File: config.mk
export PLATFORM = sky130hd
export DESIGN_NAME = indexed_array_list_engine
export DESIGN_NICKNAME = d
export VERILOG_FILES = /design/src/rtl/ial_pkg.sv /design/src/rtl/ial_ctrl.sv /design/src/rtl/ial_dp.sv /design/src/rtl/indexed_array_list_engine.sv
export SDC_FILE = /design/constraint.sdc
export NUM_CORES = 1
export LEC_CHECK = 0
export BUFFER_PORTS_ARGS = -buffer_cell sky130_fd_sc_hd__buf_4
export CAP_MARGIN = 20
export CORE_MARGIN = 2
export CORE_UTILIZATION = 50
export CTS_CLUSTER_DIAMETER = 200
export DETAILED_ROUTE_END_ITERATION = 10
export PLACE_DENSITY_LB_ADDON = 0.3
export REMOVE_ABC_BUFFERS = 1
export SYNTH_ARGS = -nofsm -noshare
export SYNTH_HDL_FRONTEND = slang
export SYNTH_SLANG_ARGS = --single-unit
File: constraint.sdc
create_clock -name clk_i -period 6.09 [get_ports clk_i]
set_clock_uncertainty 0.2 [all_clocks]
set_input_delay 1.827 -clock clk_i [delete_from_list [all_inputs] [get_ports clk_i]]
set_output_delay 1.827 -clock clk_i [all_outputs]
set_load 0.01 [all_outputs]
File: src/rtl/ial_pkg.sv
// ----------------------------------------------------------------------------
// ial_pkg
// Shared types and constants of the indexed array list engine: action and
// status codes, controller states and the controller/datapath interface.
// ----------------------------------------------------------------------------
package ial_pkg;

  // default sizes
  localparam int unsigned CAPACITY_DEF   = 64;
  localparam int unsigned ENTRY_BITS_DEF = 8;

  // fixed field widths
  localparam int unsigned ACTION_BITS = 4;
  localparam int unsigned STATUS_BITS = 2;

  // request actions
  typedef enum logic [ACTION_BITS-1:0] {
    ACT_CLEAR     = 4'd0,
    ACT_INS_FRONT = 4'd1,
    ACT_INS_BACK  = 4'd2,
    ACT_INS_AT    = 4'd3,
    ACT_REPLACE   = 4'd4,
    ACT_READ      = 4'd5,
    ACT_CONTAINS  = 4'd6,
    ACT_RM_VALUE  = 4'd7,
    ACT_RM_FRONT  = 4'd8,
    ACT_RM_BACK   = 4'd9,
    ACT_RM_AT     = 4'd10
  } action_e;

  // result status codes
  typedef enum logic [STATUS_BITS-1:0] {
    STAT_OK    = 2'd0,
    STAT_FULL  = 2'd1,
    STAT_RANGE = 2'd2,
    STAT_EMPTY = 2'd3
  } status_e;

  // controller states
  typedef enum logic [3:0] {
    S_IDLE,
    S_CHECK,
    S_UP,
    S_UP_LAST,
    S_INS_WR,
    S_RD_WAIT,
    S_RM_CAPT,
    S_DOWN,
    S_DEC,
    S_SEARCH,
    S_FINISH
  } ctrl_state_e;

  // walk pointer sources
  typedef enum logic [2:0] {
    PTR_HOLD,
    PTR_ZERO,
    PTR_CNT_M1,
    PTR_EP_P1,
    PTR_HIT_P1,
    PTR_STEP
  } ptr_sel_e;

  // commands from controller to datapath
  typedef struct packed {
    logic     load;        // capture request fields
    ptr_sel_e ptr_sel;     // walk pointer update
    logic     shift_up;    // walk downwards, moving entries up
    logic     walk_rd;     // read store at walk pointer
    logic     walk_wr;     // write back last walk read one slot over
    logic     rd_ep;       // read store at effective position
    logic     wr_val;      // write request value at effective position
    logic     cnt_clr;
    logic     cnt_inc;
    logic     cnt_dec;
    logic     set_status;
    status_e  status;
    logic     eout_rd;     // result entry from store read data
    logic     eout_val;    // result entry from request value
    logic     set_found;
    logic     publish;     // move result into output register
  } cmd_t;

  // status from datapath to controller
  typedef struct packed {
    logic [ACTION_BITS-1:0] action;
    logic ep_gt_cnt;
    logic ep_ge_cnt;
    logic ep_eq_cnt;
    logic full;
    logic empty;
    logic ptr_lt_cnt;
    logic ptr_eq_ep;
    logic match;
    logic pend;
    logic out_busy;
  } flags_t;

endpackage

File: src/rtl/ial_ctrl.sv
// ----------------------------------------------------------------------------
// ial_ctrl
// Controller of the list engine: checks each request, sequences the store
// walks for insert, remove and search, and hands the result to the output.
// ----------------------------------------------------------------------------
module ial_ctrl (
  input  logic            clk_i,
  input  logic            rst_ni,
  input  logic            in_valid_i,
  output logic            in_stall_o,
  input  ial_pkg::flags_t flags_i,
  output ial_pkg::cmd_t   cmd_o
);

  ial_pkg::ctrl_state_e state_q, state_d;
  ial_pkg::action_e     act;

  assign act = ial_pkg::action_e'(flags_i.action);

  // state register
  always_ff @(posedge clk_i or negedge rst_ni) begin
    if (!rst_ni) begin
      state_q <= ial_pkg::S_IDLE;
    end else begin
      state_q <= state_d;
    end
  end

  assign in_stall_o = (state_q != ial_pkg::S_IDLE);

  // next state and commands
  always_comb begin
    state_d       = state_q;
    cmd_o         = '0;
    cmd_o.ptr_sel = ial_pkg::PTR_HOLD;
    cmd_o.status  = ial_pkg::STAT_OK;

    case (state_q)
      ial_pkg::S_IDLE: begin
        if (in_valid_i) begin
          cmd_o.load = 1'b1;
          state_d    = ial_pkg::S_CHECK;
        end
      end

      ial_pkg::S_CHECK: begin
        state_d = ial_pkg::S_FINISH;
        case (act)
          ial_pkg::ACT_CLEAR: begin
            cmd_o.cnt_clr = 1'b1;
          end
          ial_pkg::ACT_INS_FRONT, ial_pkg::ACT_INS_BACK, ial_pkg::ACT_INS_AT: begin
            if (flags_i.ep_gt_cnt) begin
              cmd_o.set_status = 1'b1;
              cmd_o.status     = ial_pkg::STAT_RANGE;
            end else if (flags_i.full) begin
              cmd_o.set_status = 1'b1;
              cmd_o.status     = ial_pkg::STAT_FULL;
            end else if (flags_i.ep_eq_cnt) begin
              state_d = ial_pkg::S_INS_WR;
            end else begin
              cmd_o.ptr_sel = ial_pkg::PTR_CNT_M1;
              state_d       = ial_pkg::S_UP;
            end
          end
          ial_pkg::ACT_REPLACE: begin
            if (flags_i.ep_ge_cnt) begin
              cmd_o.set_status = 1'b1;
              cmd_o.status     = ial_pkg::STAT_RANGE;
            end else begin
              cmd_o.wr_val = 1'b1;
            end
          end
          ial_pkg::ACT_READ: begin
            if (flags_i.ep_ge_cnt) begin
              cmd_o.set_status = 1'b1;
              cmd_o.status     = ial_pkg::STAT_RANGE;
            end else begin
              cmd_o.rd_ep = 1'b1;
              state_d     = ial_pkg::S_RD_WAIT;
            end
          end
          ial_pkg::ACT_CONTAINS, ial_pkg::ACT_RM_VALUE: begin
            cmd_o.ptr_sel = ial_pkg::PTR_ZERO;
            state_d       = ial_pkg::S_SEARCH;
          end
          ial_pkg::ACT_RM_FRONT, ial_pkg::ACT_RM_BACK: begin
            if (flags_i.empty) begin
              cmd_o.set_status = 1'b1;
              cmd_o.status     = ial_pkg::STAT_EMPTY;
            end else begin
              cmd_o.rd_ep = 1'b1;
              state_d     = ial_pkg::S_RM_CAPT;
            end
          end
          ial_pkg::ACT_RM_AT: begin
            if (flags_i.ep_ge_cnt) begin
              cmd_o.set_status = 1'b1;
              cmd_o.status     = ial_pkg::STAT_RANGE;
            end else begin
              cmd_o.rd_ep = 1'b1;
              state_d     = ial_pkg::S_RM_CAPT;
            end
          end
          default: begin
          end
        endcase
      end

      // move entries up, last slot first, until the insert position is read
      ial_pkg::S_UP: begin
        cmd_o.shift_up = 1'b1;
        cmd_o.walk_rd  = 1'b1;
        cmd_o.walk_wr  = 1'b1;
        if (flags_i.ptr_eq_ep) begin
          state_d = ial_pkg::S_UP_LAST;
        end else begin
          cmd_o.ptr_sel = ial_pkg::PTR_STEP;
        end
      end

      ial_pkg::S_UP_LAST: begin
        cmd_o.shift_up = 1'b1;
        cmd_o.walk_wr  = 1'b1;
        state_d        = ial_pkg::S_INS_WR;
      end

      ial_pkg::S_INS_WR: begin
        cmd_o.wr_val  = 1'b1;
        cmd_o.cnt_inc = 1'b1;
        state_d       = ial_pkg::S_FINISH;
      end

      ial_pkg::S_RD_WAIT: begin
        cmd_o.eout_rd = 1'b1;
        state_d       = ial_pkg::S_FINISH;
      end

      ial_pkg::S_RM_CAPT: begin
        cmd_o.eout_rd = 1'b1;
        cmd_o.ptr_sel = ial_pkg::PTR_EP_P1;
        state_d       = ial_pkg::S_DOWN;
      end

      // move entries down over the removed slot
      ial_pkg::S_DOWN: begin
        cmd_o.walk_wr = 1'b1;
        if (flags_i.ptr_lt_cnt) begin
          cmd_o.walk_rd = 1'b1;
          cmd_o.ptr_sel = ial_pkg::PTR_STEP;
        end else begin
          state_d = ial_pkg::S_DEC;
        end
      end

      ial_pkg::S_DEC: begin
        cmd_o.cnt_dec = 1'b1;
        state_d       = ial_pkg::S_FINISH;
      end

      // scan from the front for the first equal entry
      ial_pkg::S_SEARCH: begin
        if (flags_i.match) begin
          cmd_o.set_found = 1'b1;
          if (act == ial_pkg::ACT_RM_VALUE) begin
            cmd_o.eout_val = 1'b1;
            cmd_o.ptr_sel  = ial_pkg::PTR_HIT_P1;
            state_d        = ial_pkg::S_DOWN;
          end else begin
            state_d = ial_pkg::S_FINISH;
          end
        end else if (flags_i.ptr_lt_cnt) begin
          cmd_o.walk_rd = 1'b1;
          cmd_o.ptr_sel = ial_pkg::PTR_STEP;
        end else if (!flags_i.pend) begin
          state_d = ial_pkg::S_FINISH;
        end
      end

      ial_pkg::S_FINISH: begin
        if (!flags_i.out_busy) begin
          cmd_o.publish = 1'b1;
          state_d       = ial_pkg::S_IDLE;
        end
      end

      default: begin
        state_d = ial_pkg::S_IDLE;
      end
    endcase
  end

endmodule

File: src/rtl/ial_dp.sv
// ----------------------------------------------------------------------------
// ial_dp
// Datapath of the list engine: entry store with one write and one registered
// read port, entry count, walk pointer, result and output registers.
// ----------------------------------------------------------------------------
module ial_dp #(
  parameter int unsigned CAPACITY   = ial_pkg::CAPACITY_DEF,
  parameter int unsigned ENTRY_BITS = ial_pkg::ENTRY_BITS_DEF,
  localparam int unsigned PW        = $clog2(CAPACITY + 1),
  localparam int unsigned AW        = $clog2(CAPACITY)
) (
  input  logic                            clk_i,
  input  logic                            rst_ni,
  input  logic [ial_pkg::ACTION_BITS-1:0] action_i,
  input  logic [PW-1:0]                   position_i,
  input  logic [ENTRY_BITS-1:0]           entry_value_i,
  output logic                            out_valid_o,
  input  logic                            out_stall_i,
  output logic [ENTRY_BITS-1:0]           entry_out_o,
  output logic                            found_o,
  output logic [PW-1:0]                   length_o,
  output logic [ial_pkg::STATUS_BITS-1:0] status_o,
  input  ial_pkg::cmd_t                   cmd_i,
  output ial_pkg::flags_t                 flags_o
);

  // entry store
  logic [ENTRY_BITS-1:0] mem [CAPACITY];

  // request operands
  logic [ial_pkg::ACTION_BITS-1:0] op_q;
  logic [PW-1:0]                   pos_q;
  logic [ENTRY_BITS-1:0]           val_q;

  // list state and walk
  logic [PW-1:0]         cnt_q, cnt_d;
  logic [PW-1:0]         ptr_q, ptr_d;
  logic [PW-1:0]         ep;
  logic [AW-1:0]         rd_addr_q;
  logic [ENTRY_BITS-1:0] rd_data_q;
  logic                  pend_q;

  // result under construction
  logic [ENTRY_BITS-1:0]           eout_q;
  logic                            found_q;
  logic [ial_pkg::STATUS_BITS-1:0] stat_q;

  // output register
  logic                            out_valid_q;
  logic [ENTRY_BITS-1:0]           out_entry_q;
  logic                            out_found_q;
  logic [PW-1:0]                   out_len_q;
  logic [ial_pkg::STATUS_BITS-1:0] out_stat_q;

  // store port selection
  logic                  mem_we, mem_re;
  logic [AW-1:0]         wr_addr, rd_addr;
  logic [ENTRY_BITS-1:0] wr_data;

  // effective position of the request
  always_comb begin
    case (ial_pkg::action_e'(op_q))
      ial_pkg::ACT_INS_FRONT, ial_pkg::ACT_RM_FRONT: ep = '0;
      ial_pkg::ACT_INS_BACK:                         ep = cnt_q;
      ial_pkg::ACT_RM_BACK:                          ep = cnt_q - PW'(1);
      default:                                       ep = pos_q;
    endcase
  end

  // status towards the controller
  always_comb begin
    flags_o            = '0;
    flags_o.action     = op_q;
    flags_o.ep_gt_cnt  = (ep > cnt_q);
    flags_o.ep_ge_cnt  = (ep >= cnt_q);
    flags_o.ep_eq_cnt  = (ep == cnt_q);
    flags_o.full       = (cnt_q >= PW'(CAPACITY));
    flags_o.empty      = (cnt_q == '0);
    flags_o.ptr_lt_cnt = (ptr_q < cnt_q);
    flags_o.ptr_eq_ep  = (ptr_q == ep);
    flags_o.match      = pend_q && (rd_data_q == val_q);
    flags_o.pend       = pend_q;
    flags_o.out_busy   = out_valid_q && out_stall_i;
  end

  // store port muxing
  always_comb begin
    mem_we  = cmd_i.wr_val || (cmd_i.walk_wr && pend_q);
    wr_addr = ep[AW-1:0];
    wr_data = val_q;
    if (!cmd_i.wr_val) begin
      wr_addr = cmd_i.shift_up ? (rd_addr_q + AW'(1)) : (rd_addr_q - AW'(1));
      wr_data = rd_data_q;
    end
    mem_re  = cmd_i.walk_rd || cmd_i.rd_ep;
    rd_addr = cmd_i.walk_rd ? ptr_q[AW-1:0] : ep[AW-1:0];
  end

  // store write and registered read
  always_ff @(posedge clk_i) begin
    if (mem_we) begin
      mem[wr_addr] <= wr_data;
    end
    if (mem_re) begin
      rd_data_q <= mem[rd_addr];
      rd_addr_q <= rd_addr;
    end
  end

  // walk pointer next value
  always_comb begin
    case (cmd_i.ptr_sel)
      ial_pkg::PTR_ZERO:   ptr_d = '0;
      ial_pkg::PTR_CNT_M1: ptr_d = cnt_q - PW'(1);
      ial_pkg::PTR_EP_P1:  ptr_d = ep + PW'(1);
      ial_pkg::PTR_HIT_P1: ptr_d = PW'(rd_addr_q) + PW'(1);
      ial_pkg::PTR_STEP:   ptr_d = cmd_i.shift_up ? (ptr_q - PW'(1)) : (ptr_q + PW'(1));
      default:             ptr_d = ptr_q;
    endcase
  end

  // count next value
  always_comb begin
    cnt_d = cnt_q;
    if (cmd_i.cnt_clr) begin
      cnt_d = '0;
    end else if (cmd_i.cnt_inc) begin
      cnt_d = cnt_q + PW'(1);
    end else if (cmd_i.cnt_dec) begin
      cnt_d = cnt_q - PW'(1);
    end
  end

  // control registers
  always_ff @(posedge clk_i or negedge rst_ni) begin
    if (!rst_ni) begin
      cnt_q       <= '0;
      pend_q      <= 1'b0;
      out_valid_q <= 1'b0;
    end else begin
      cnt_q       <= cnt_d;
      pend_q      <= cmd_i.walk_rd;
      out_valid_q <= cmd_i.publish || (out_valid_q && out_stall_i);
    end
  end

  // operand, pointer and result registers
  always_ff @(posedge clk_i) begin
    ptr_q <= ptr_d;
    if (cmd_i.load) begin
      op_q    <= action_i;
      pos_q   <= position_i;
      val_q   <= entry_value_i;
      eout_q  <= '0;
      found_q <= 1'b0;
      stat_q  <= ial_pkg::STAT_OK;
    end else begin
      if (cmd_i.eout_rd) begin
        eout_q <= rd_data_q;
      end else if (cmd_i.eout_val) begin
        eout_q <= val_q;
      end
      if (cmd_i.set_found) begin
        found_q <= 1'b1;
      end
      if (cmd_i.set_status) begin
        stat_q <= cmd_i.status;
      end
    end
    if (cmd_i.publish) begin
      out_entry_q <= eout_q;
      out_found_q <= found_q;
      out_len_q   <= cnt_q;
      out_stat_q  <= stat_q;
    end
  end

  assign out_valid_o = out_valid_q;
  assign entry_out_o = out_entry_q;
  assign found_o     = out_found_q;
  assign length_o    = out_len_q;
  assign status_o    = out_stat_q;

endmodule

File: src/rtl/indexed_array_list_engine.sv
// One transaction at a time: a new request is accepted only once the result
// of the last one has loaded into the output register; loading waits while a
// held result is stalled at the output.
// Reset: the count and handshake state clear at once; the store is not cleared.
// ----------------------------------------------------------------------------
// indexed_array_list_engine
// Ordered list of entries in a store of CAPACITY slots: clear, insert, replace,
// read, search and remove with shifting, one result per request.
// ----------------------------------------------------------------------------
module indexed_array_list_engine #(
  parameter int unsigned CAPACITY   = ial_pkg::CAPACITY_DEF,
  parameter int unsigned ENTRY_BITS = ial_pkg::ENTRY_BITS_DEF,
  localparam int unsigned PW        = $clog2(CAPACITY + 1)
) (
  input  logic                            clk_i,
  input  logic                            rst_ni,
  input  logic                            in_valid_i,
  output logic                            in_stall_o,
  input  logic [ial_pkg::ACTION_BITS-1:0] action_i,
  input  logic [PW-1:0]                   position_i,
  input  logic [ENTRY_BITS-1:0]           entry_value_i,
  output logic                            out_valid_o,
  input  logic                            out_stall_i,
  output logic [ENTRY_BITS-1:0]           entry_out_o,
  output logic                            found_o,
  output logic [PW-1:0]                   length_o,
  output logic [ial_pkg::STATUS_BITS-1:0] status_o
);

  ial_pkg::cmd_t   cmd;
  ial_pkg::flags_t flags;

  // sequencing
  ial_ctrl u_ctrl (
    .clk_i      (clk_i),
    .rst_ni     (rst_ni),
    .in_valid_i (in_valid_i),
    .in_stall_o (in_stall_o),
    .flags_i    (flags),
    .cmd_o      (cmd)
  );

  // store, count and result registers
  ial_dp #(
    .CAPACITY   (CAPACITY),
    .ENTRY_BITS (ENTRY_BITS)
  ) u_dp (
    .clk_i         (clk_i),
    .rst_ni        (rst_ni),
    .action_i      (action_i),
    .position_i    (position_i),
    .entry_value_i (entry_value_i),
    .out_valid_o   (out_valid_o),
    .out_stall_i   (out_stall_i),
    .entry_out_o   (entry_out_o),
    .found_o       (found_o),
    .length_o      (length_o),
    .status_o      (status_o),
    .cmd_i         (cmd),
    .flags_o       (flags)
  );

endmodule
==> impl_metrics.ini <==
[setup_path]
path_class = flop to flop
reg2reg_depth = 15
reg2reg_from = u_dp.cnt_q[2]
crit_slowest_cell = nor2_1
startpoint_type = flop
worstPathRequired_ns = 6.11
regToRegSetupSlack_ns = 0.29
crit_top_cell = nor2_1
critPathLaunch = u_dp.cnt_q[2]
crit_chain = nor4_1, nand2_1, xnor2_1, nor2_1, a221oi_1, inv_1, ha_1, o21a_1, nor2_1, a21oi_1, o31ai_4, buf_4, o31ai_1, nand2_1, nor2_1
crit_fanout = 18
setup.worst_path.end_class = flop
slowest_delay_ns = 0.66
arrival_ns = 5.82
rr_endpoint = u_dp.mem[48][1]

[detailed_routing]
wire_per_inst_um = 24.50
wl_um = 66080
viasPerCell = 5.967
firstDrtPassIters = 6
postRouteAntennaNets = 0
vias = 16090
drc_errors = 0
drt-initial-drc-count = 1820

[sta]
finalMaxSlewViolations = 0
layout_min_cycle_time_ns = 5.798
rsz0062_at_grt = no
setup_viol = 0
maxSlewHeadroom = 0.2100
worst_pin_slew_ns = 1.155
fmax_mhz = 172.5
finalHoldViolations = 0
post-route-period-util = 0.9521

[yosys]
synth-edff-count = 570
avgSynthCellArea_um2 = 13.86
async_flop_share = 0.02189
ys_ff_latch = 594
ys.flop_type = edfxtp_1
synthDistinctLibCells = 72
syn_inst = 1843
ys_seq_area_frac = 0.6914
netlist_area_mm2 = 0.02555
ys_warn_count = 0

[floorplanning]
io_pins = 43
rows = 82
coreArea_mm2 = 0.05027
die-area_mm2 = 0.05292
die_w_um = 230.0
die_h_um = 230.0
initial_utilization = 0.5082

[cts]
cts_hold_buf = 0
post_cts_buffers = 0
path_clk_slew_ns = 0.06
htree_levels = 2
clock_sinks = 594
cts_tree = yes
ctsRootBufferMaster = clkbuf_16
post_cts_resized = 0
clk-insertion-delay-late_ns = 0.64
cts_made_buffers = 60
clk_path_buf_depth = 3

[final_layout]
drive_gt1_frac = 0.1570
final_util = 0.5817
fill_cells = 3948
area_delta_synth_final_pct = 14.46
nNetsFinal = 2024
diodes = 0

[flow_run]
cap_viol_max_count = 0

[grt]
grt_max_degree = 146
grt_overflow_total = 0
grt_pass1_vias = 15940
grt_antenna_before_repair = 0
grt_usage = 0.2501
grt_pass1_wl_um = 99470

[pwr]
power_density_mw_per_mm2 = 571.2
ir_worst_vdd_uv = 508.6
power_mw = 16.70
total_leakage_power_nw = 10.19

[min_path]
hold_class = flop to flop
holdCritStartpoint = u_dp.stat_q[1]
hold_depth = 0
hold_end = u_dp.status_o[1]

[status]
status = complete, no violations

[placed_design]
portBuffers = 42
hpwlAfterDp_um = 42400
globalplace.congestion = 0.9149
==> layout by cell type (no fill, tap or decap), drive strengths merged, types with 10 or more instances in the layout <==
cell,Yosys,routed
o21a,10,10
nor3,17,17
a21o,10,10
and2,11,11
nand2,309,309
a22oi,38,38
nor2,110,110
o21ai,35,35
buf,42,165
xnor2,32,32
nand3,60,60
a21oi,118,118
mux2,20,20
clkbuf,55,84
inv,33,34
a31oi,11,11
a2111oi,32,32
a211oi,12,12
nand2b,13,13
ha,26,26
mux4,25,25
o2111ai,18,18
clkinv,0,23
edfxtp,570,570
dfxtp,11,11
dfrtp,13,13
mux2i,109,109
==> flip-flops by register name, indices dropped and copies added (netlist names), 8 cells and up <==
register,cells
u_dp.mem,512
u_dp.entry_out_o,8
u_dp.eout_q,8
u_dp.rd_data_q,8
u_dp.val_q,8
==> layout make-up <==
type                            instances  area [um2]  area share
Sequential cell                       594       17660      0.6040
Multi-Input combinational cell       1119        7345      0.2512
Clock buffer                           84        1643     0.05618
Timing Repair Buffer                  165        1314     0.04493
Tap cell                              672       840.8     0.02875
Clock inverter                         30       304.0     0.01040
Inverter                               33       133.9    0.004578
==> per-stage QoR <==
stage | cell area (um2) | cells | setup WS (ns) | setup TNS [ns] | hold WS [ns]
after floorplan | 25100 | 1746 | -5.357 | -105.03 | 0.2019
after global placement | 27270 | 2582 | 0.4627 | 0 | 0.2172
after detailed placement | 27270 | 2582 | 0.5110 | 0 | 0.2255
after CTS | 29220 | 2696 | 0.4324 | 0 | 0.2400
after global routing | 29240 | 2697 | 0.1015 | 0 | 0.2536
final | 29240 | 2697 | 0.2918 | 0 | 0.2337
==> where the power goes <==
| group | switching (mW) | total [mW] | internal (mW) | leakage, nW |
|---|---|---|---|---|
| Combinational | 4.96 | 7.35 | 2.39 | 3.85 |
| Clock | 1.51 | 3.60 | 2.09 | 0.945 |
| Sequential | 0.258 | 5.76 | 5.50 | 5.40 |
| Total | 6.72 | 16.7 | 9.98 | 10.2 |
==> critical path: cells and delay by family (launching register included) <==
kind            cells  cell delay (ns)
fa+ha+maj           1             0.33
compound gates      5             1.90
flops               1             0.52
simple gates        6             1.73
xor+xnor            1             0.37
buf+inv             2             0.34
==> worst max-delay path by stage <==
stage / end / depth (start not counted) / slack, ns
floorplan: u_dp.rd_data_q[0] / 12 / -5.36
global placement: u_dp.mem[48][1] / 15 / 0.46
detailed placement: u_dp.mem[48][1] / 16 / 0.51
CTS: u_dp.mem[48][1] / 15 / 0.43
global route: u_dp.mem[48][1] / 16 / 0.10
finish: u_dp.mem[48][1] / 15 / 0.29
==> Yosys cell counts (all sizes together) (11+ instances only) <==
| library cell | count | area share |
|---|---|---|
| a2111oi | 32 | 0.011 |
| a211oi | 12 | 0.0035 |
| a21oi | 118 | 0.023 |
| a22oi | 38 | 0.011 |
| a31oi | 11 | 0.0027 |
| and2 | 11 | 0.0027 |
| buf | 42 | 0.0093 |
| clkbuf | 55 | 0.0081 |
| dfrtp | 13 | 0.013 |
| dfxtp | 11 | 0.0086 |
| edfxtp | 570 | 0.67 |
| ha | 26 | 0.013 |
| inv | 33 | 0.0049 |
| mux2 | 20 | 0.0088 |
| mux2i | 109 | 0.044 |
| mux4 | 25 | 0.022 |
| nand2 | 309 | 0.045 |
| nand2b | 13 | 0.0032 |
| nand3 | 60 | 0.012 |
| nor2 | 110 | 0.016 |
| nor3 | 17 | 0.0033 |
| o2111ai | 18 | 0.0062 |
| o21ai | 35 | 0.0073 |
| xnor2 | 32 | 0.011 |
==> logic make-up (layout without fill, tap and decap cells) <==
logic type,Yosys count,in the layout,synth area share
AO/OA/AOI/OAI,337,337,0.08924
XOR/XNOR,37,37,0.01268
adder cells (fa/ha/maj),28,28,0.01430
buffers and inverters,130,312,0.02233
flip-flops,594,594,0.6914
multiplexers,154,154,0.07498
AND/OR/NAND/NOR,563,563,0.09511
==> per-layer routing <==
layer,track usage,routed length (um)
met1,0.3435,27230
met2,0.4087,31890
met3,0.03919,4837
met4,0.08649,2129
met5,0,0
(Power assumes the default switching activity.)
